--- src/rtl/jsu_pkg.sv ---
`default_nettype none
// ----------------------------------------------------------------------------
// JSON string unescape package
// Shared types, status codes, decoder state encoding and helper functions.
// ----------------------------------------------------------------------------
package jsu_pkg;

	localparam int unsigned BYTE_W  = 8;
	localparam int unsigned CHAR_W  = 24;
	localparam int unsigned STAT_W  = 3;
	localparam int unsigned HEX_W   = 16;

	// Status codes of a result word.
	localparam logic [STAT_W-1:0] STATUS_CHAR    = 3'd0;
	localparam logic [STAT_W-1:0] STATUS_END     = 3'd1;
	localparam logic [STAT_W-1:0] STATUS_NOSTR   = 3'd2;
	localparam logic [STAT_W-1:0] STATUS_BADESC  = 3'd3;
	localparam logic [STAT_W-1:0] STATUS_BADHEX  = 3'd4;

	// Character codes the decoder looks for.
	localparam logic [BYTE_W-1:0] CH_QUOTE = 8'h22;
	localparam logic [BYTE_W-1:0] CH_BSLASH = 8'h5C;
	localparam logic [BYTE_W-1:0] CH_SLASH = 8'h2F;
	localparam logic [BYTE_W-1:0] CH_B = 8'h62;
	localparam logic [BYTE_W-1:0] CH_F = 8'h66;
	localparam logic [BYTE_W-1:0] CH_N = 8'h6E;
	localparam logic [BYTE_W-1:0] CH_R = 8'h72;
	localparam logic [BYTE_W-1:0] CH_T = 8'h74;
	localparam logic [BYTE_W-1:0] CH_U = 8'h75;
	localparam logic [BYTE_W-1:0] CH_BS = 8'h08;
	localparam logic [BYTE_W-1:0] CH_FF = 8'h0C;
	localparam logic [BYTE_W-1:0] CH_LF = 8'h0A;
	localparam logic [BYTE_W-1:0] CH_CR = 8'h0D;
	localparam logic [BYTE_W-1:0] CH_TAB = 8'h09;

	// Decoder phase, one-hot.
	typedef enum logic [6:0] {
		PH_IDLE = 7'b000_0001,
		PH_BODY = 7'b000_0010,
		PH_ESC  = 7'b000_0100,
		PH_HEX1 = 7'b000_1000,
		PH_HEX2 = 7'b001_0000,
		PH_HEX3 = 7'b010_0000,
		PH_HEX4 = 7'b100_0000
	} phase_t;

	typedef struct packed {
		logic [BYTE_W-1:0] text_byte;
	} in_word_t;

	typedef struct packed {
		logic [CHAR_W-1:0] char_value;
		logic [STAT_W-1:0] status;
	} out_word_t;

	// Decoder state and its update, passed between the top level and the decoder.
	typedef struct packed {
		phase_t           phase;
		logic [HEX_W-1:0] hex;
	} dec_state_t;

	typedef struct packed {
		logic      valid;
		out_word_t word;
	} dec_result_t;

	// Hex digit value; bit 4 set means the byte is not a hex digit.
	function automatic logic [4:0] hex_value(input logic [BYTE_W-1:0] b);
		logic [4:0] v;
		v = 5'h10;
		if (b >= 8'h30 && b <= 8'h39) begin
			v = {1'b0, 4'(b - 8'h30)};
		end else if (b >= 8'h41 && b <= 8'h46) begin
			v = {1'b0, 4'(b - 8'h37)};
		end else if (b >= 8'h61 && b <= 8'h66) begin
			v = {1'b0, 4'(b - 8'h57)};
		end
		return v;
	endfunction

	// Code point to packed UTF-8, lead byte highest; codes below 256 stay raw.
	function automatic logic [CHAR_W-1:0] encode_code(input logic [HEX_W-1:0] n);
		logic [CHAR_W-1:0] r;
		if (n < 16'h0100) begin
			r = {16'h0000, n[7:0]};
		end else if (n < 16'h0800) begin
			r = {8'h00, 3'b110, n[10:6], 2'b10, n[5:0]};
		end else begin
			r = {4'b1110, n[15:12], 2'b10, n[11:6], 2'b10, n[5:0]};
		end
		return r;
	endfunction

endpackage
`default_nettype wire

--- src/rtl/jsu_decode.sv ---
`default_nettype none
// ----------------------------------------------------------------------------
// JSON string unescape decoder
// Next-state and result logic for one text byte, given the current state.
// ----------------------------------------------------------------------------
module jsu_decode
	import jsu_pkg::*;
(
	input  dec_state_t        cur,
	input  logic [BYTE_W-1:0] text_byte,
	output dec_state_t        nxt,
	output dec_result_t       res
);

	logic [4:0]       hv;
	logic [HEX_W-1:0] hex_shift;

	assign hv        = hex_value(text_byte);
	assign hex_shift = {cur.hex[HEX_W-5:0], hv[3:0]};

	always_comb begin
		nxt                  = cur;
		res.valid            = 1'b0;
		res.word.char_value  = '0;
		res.word.status      = STATUS_CHAR;
		unique case (cur.phase)
			PH_BODY: begin
				if (text_byte == CH_QUOTE) begin
					nxt.phase       = PH_IDLE;
					res.valid       = 1'b1;
					res.word.status = STATUS_END;
				end else if (text_byte == CH_BSLASH) begin
					nxt.phase = PH_ESC;
				end else begin
					res.valid           = 1'b1;
					res.word.char_value = {16'h0000, text_byte};
				end
			end
			PH_ESC: begin
				nxt.phase = PH_BODY;
				res.valid = 1'b1;
				unique case (text_byte)
					CH_QUOTE, CH_BSLASH, CH_SLASH:
						res.word.char_value = {16'h0000, text_byte};
					CH_B: res.word.char_value = {16'h0000, CH_BS};
					CH_F: res.word.char_value = {16'h0000, CH_FF};
					CH_N: res.word.char_value = {16'h0000, CH_LF};
					CH_R: res.word.char_value = {16'h0000, CH_CR};
					CH_T: res.word.char_value = {16'h0000, CH_TAB};
					CH_U: begin
						res.valid = 1'b0;
						nxt.hex   = '0;
						nxt.phase = PH_HEX1;
					end
					default: begin
						nxt.phase       = PH_IDLE;
						res.word.status = STATUS_BADESC;
					end
				endcase
			end
			PH_HEX1, PH_HEX2, PH_HEX3, PH_HEX4: begin
				if (hv[4]) begin
					nxt.phase       = PH_IDLE;
					nxt.hex         = '0;
					res.valid       = 1'b1;
					res.word.status = STATUS_BADHEX;
				end else begin
					nxt.hex = hex_shift;
					unique case (cur.phase)
						PH_HEX1: nxt.phase = PH_HEX2;
						PH_HEX2: nxt.phase = PH_HEX3;
						PH_HEX3: nxt.phase = PH_HEX4;
						default: begin
							nxt.phase           = PH_BODY;
							res.valid           = 1'b1;
							res.word.char_value = encode_code(hex_shift);
						end
					endcase
				end
			end
			default: begin
				// Idle, and any unused code, waits for the opening quote.
				if (text_byte == CH_QUOTE) begin
					nxt.phase = PH_BODY;
				end else begin
					nxt.phase       = PH_IDLE;
					res.valid       = 1'b1;
					res.word.status = STATUS_NOSTR;
				end
			end
		endcase
	end

endmodule
`default_nettype wire

--- config.mk ---
export PLATFORM = sky130hd
export DESIGN_NAME = jsu_decode
export DESIGN_NICKNAME = d
export VERILOG_FILES = /design/src/rtl/jsu_pkg.sv /design/src/rtl/jsu_decode.sv
export SDC_FILE = /design/constraint.sdc
export NUM_CORES = 1
export LEC_CHECK = 0
export BUFFER_PORTS_ARGS = -buffer_cell sky130_fd_sc_hd__buf_2
export CORE_MARGIN = 10
export CORE_UTILIZATION = 40
export DETAILED_ROUTE_END_ITERATION = 10
export PLACE_DENSITY = 0.79
export SYNTH_ARGS = -nofsm -noshare
export SYNTH_HDL_FRONTEND = slang
export SYNTH_SLANG_ARGS = --single-unit
--- constraint.sdc ---
create_clock -name vclk -period 2.55
set_input_delay 0.1275 -clock vclk [all_inputs]
set_output_delay 0.1275 -clock vclk [all_outputs]
set_load 0.01 [all_outputs]
==> flow_summary.json <==
{
  "drc": 0,
  "setup_viol": 0,
  "fin_nets": 279,
  "antenna_cells": 0,
  "hp-start": "cur[15]",
  "syn_avg_cell_area_um2": 6.74,
  "worstMarginPinSlew_ns": 0.979,
  "synth_top_area_cell": "a22o_1",
  "postCtsSetupBuffers": 0,
  "p_sw_share_pct": 57.2,
  "period_minus_slack_ns": 2.32,
  "wl_um": 4630,
  "rsz0062_at_grt": "false",
  "critPathLaunch": "text_byte[0]",
  "viasPerCell": 6.01,
  "syn_to_final_growth_pct": 31.9,
  "synth_cell_types": 56,
  "final_common_cell": "buf_2",
  "grt-ovfl-total": 0,
  "post_cts_resized": 0,
  "min_path_type": "in -> out",
  "grt_usage_pct": 15.2,
  "max_stage_delay_ns": 0.40,
  "netlist_area_um2": 1170,
  "final_max_slew_viol_count": 0,
  "die_x_um": 74.2,
  "end_kind": "primary output",
  "drive_above_1_share_pct": 39.3,
  "utilization_pct": 55.6,
  "peakVddDrop_uv": 97.2,
  "crit_path_top_delay_cell": "or3_1",
  "place_area_um2": 1550,
  "seqPwrFrac_pct": 0,
  "clockPowerShare_pct": 0,
  "status": "finished clean",
  "p_per_area_nw_per_um2": 107,
  "fin_crit_sh_pct": 91.1,
  "yosysSeqAreaShare_pct": 0,
  "switchingPower_mw": 0.0946,
  "final_area_um2": 1550,
  "die_y_um": 74.2,
  "wl_per_cell_um": 17.0,
  "gp_routability_congestion": 0.988,
  "dr.pass1.iters": 4,
  "holdBufCountCts": 0,
  "power.internal_mw": 0.0707,
  "io_pins": 82,
  "core_um2": 2780,
  "worstPathMaxFanout": 8,
  "power_frac_comb_pct": 100.0,
  "crit_chain": "buf_2 -> inv_1 -> ha_1 -> nand4b_1 -> or3_1 -> and2_1 -> o221a_2 -> o221ai_1 -> buf_2",
  "mostFrequentLayoutCells": "buf_2 (81), a22o_1 (19), nor2_1 (16), nand2_1 (13), and2_1 (9)",
  "hold_viol_final": 0,
  "nClkBuffers": 0,
  "ant_nets": 0,
  "fmax_mhz": 430,
  "worst_setup_path_start_kind": "input pin",
  "hold_slack_ns": 0.561,
  "rows": 19,
  "place_hpwl_um": 3850,
  "cap_violations": 0,
  "start_util_pct": 42.2,
  "crit_type": "in -> out",
  "maxSlewHeadroom_pct": 34.5,
  "syn_nets": 209,
  "drt_iter0_markers": 132,
  "register_area_um2": 0,
  "ys_top_cells_by_area": "a22o_1 (14%), nor2_1 (5.1%), and2_1 (4.8%)",
  "leakage_nw": 0.773,
  "vias": 1642,
  "arrival_ns": 2.20,
  "grt_pass1_vias": 1572,
  "synthCells": 174,
  "grt_max_degree": 17,
  "seq_cell_count": 0,
  "synth.top_cell.area_share_pct": 14.2,
  "tns_ns": 0,
  "cp_data_required_time_ns": 2.42,
  "grt_first_pass_wirelength_um": 7260,
  "critical_path.most_common_cell": "buf_2",
  "grt_antenna_before_repair": 0,
  "yosysWarnings": 0,
  "io_buffers": 81,
  "die_area_um2": 5500
}
==> stage by stage <==
step                std cells  worst slack, ns  power [mW]
floorplan                 174            0.587      0.0956
global placement          273            0.256       0.163
detailed placement        273            0.253       0.164
CTS                       273            0.253       0.164
global route              273           0.0910       0.181
finish                    273            0.227       0.165
==> critical path, delay by kind of cell <==
kind / cells / cell delay, ns
AO/OA/AOI/OAI: 2 / 0.51
buffers and inverters: 3 / 0.45
AND/OR/NAND/NOR: 3 / 0.79
adder cells (fa/ha/maj): 1 / 0.32
==> power by group through the flow <==
stage | registers, mW | clock network (mW) | logic (mW)
2_1_floorplan | 0 | 0 | 0.0956
3_3_place_gp | 0 | 0 | 0.163
3_5_place_dp | 0 | 0 | 0.164
4_1_cts | 0 | 0 | 0.164
5_1_grt | 0 | 0 | 0.181
6_report | 0 | 0 | 0.165
==> metal layers <==
metal	GRT usage (%)	vias to the layer above	part of all wire, %
met1	18.3	749	39
li1	-	803	-
met3	3.06	4	11
met5	0	-	0
met4	2.28	0	0.86
met2	27.6	86	49
==> layout make-up <==
cell class                 instances  area, um^2
inverter                           6        22.5
tap                               31        38.8
fill                             281        1230
timing repair buffer              83         420
multi-input combinational        153        1070
==> worst paths after layout <==
check,to,slack (ns),cells past startpoint
hold / removal,nxt[15],0.56,3
setup / recovery,res[5],0.23,9
==> cell usage after synthesis, drive strengths merged, types with 2 or more instances <==
master	n
a22o	19
nor2	17
nand2	13
o21ai	12
buf	11
and2	9
nor3	7
and3	6
inv	6
a21oi	5
nand3	5
clkbuf	4
ha	4
nor4	4
nor4b	4
or3	4
xnor2	4
nand2b	3
nand4b	3
or4	3
or4b	3
and3b	2
o21a	2
o221ai	2
or2	2
==> cell families after synthesis <==
group | share of synthesized area (%)
AOI/OAI and AO/OA | 36.1
other | 0.320
and+or+nand+nor | 46.4
buffers and inverters | 9.17
xor gates and xnor gates | 3.73
adders and majority gates | 4.26
(Power assumes the default switching activity.)
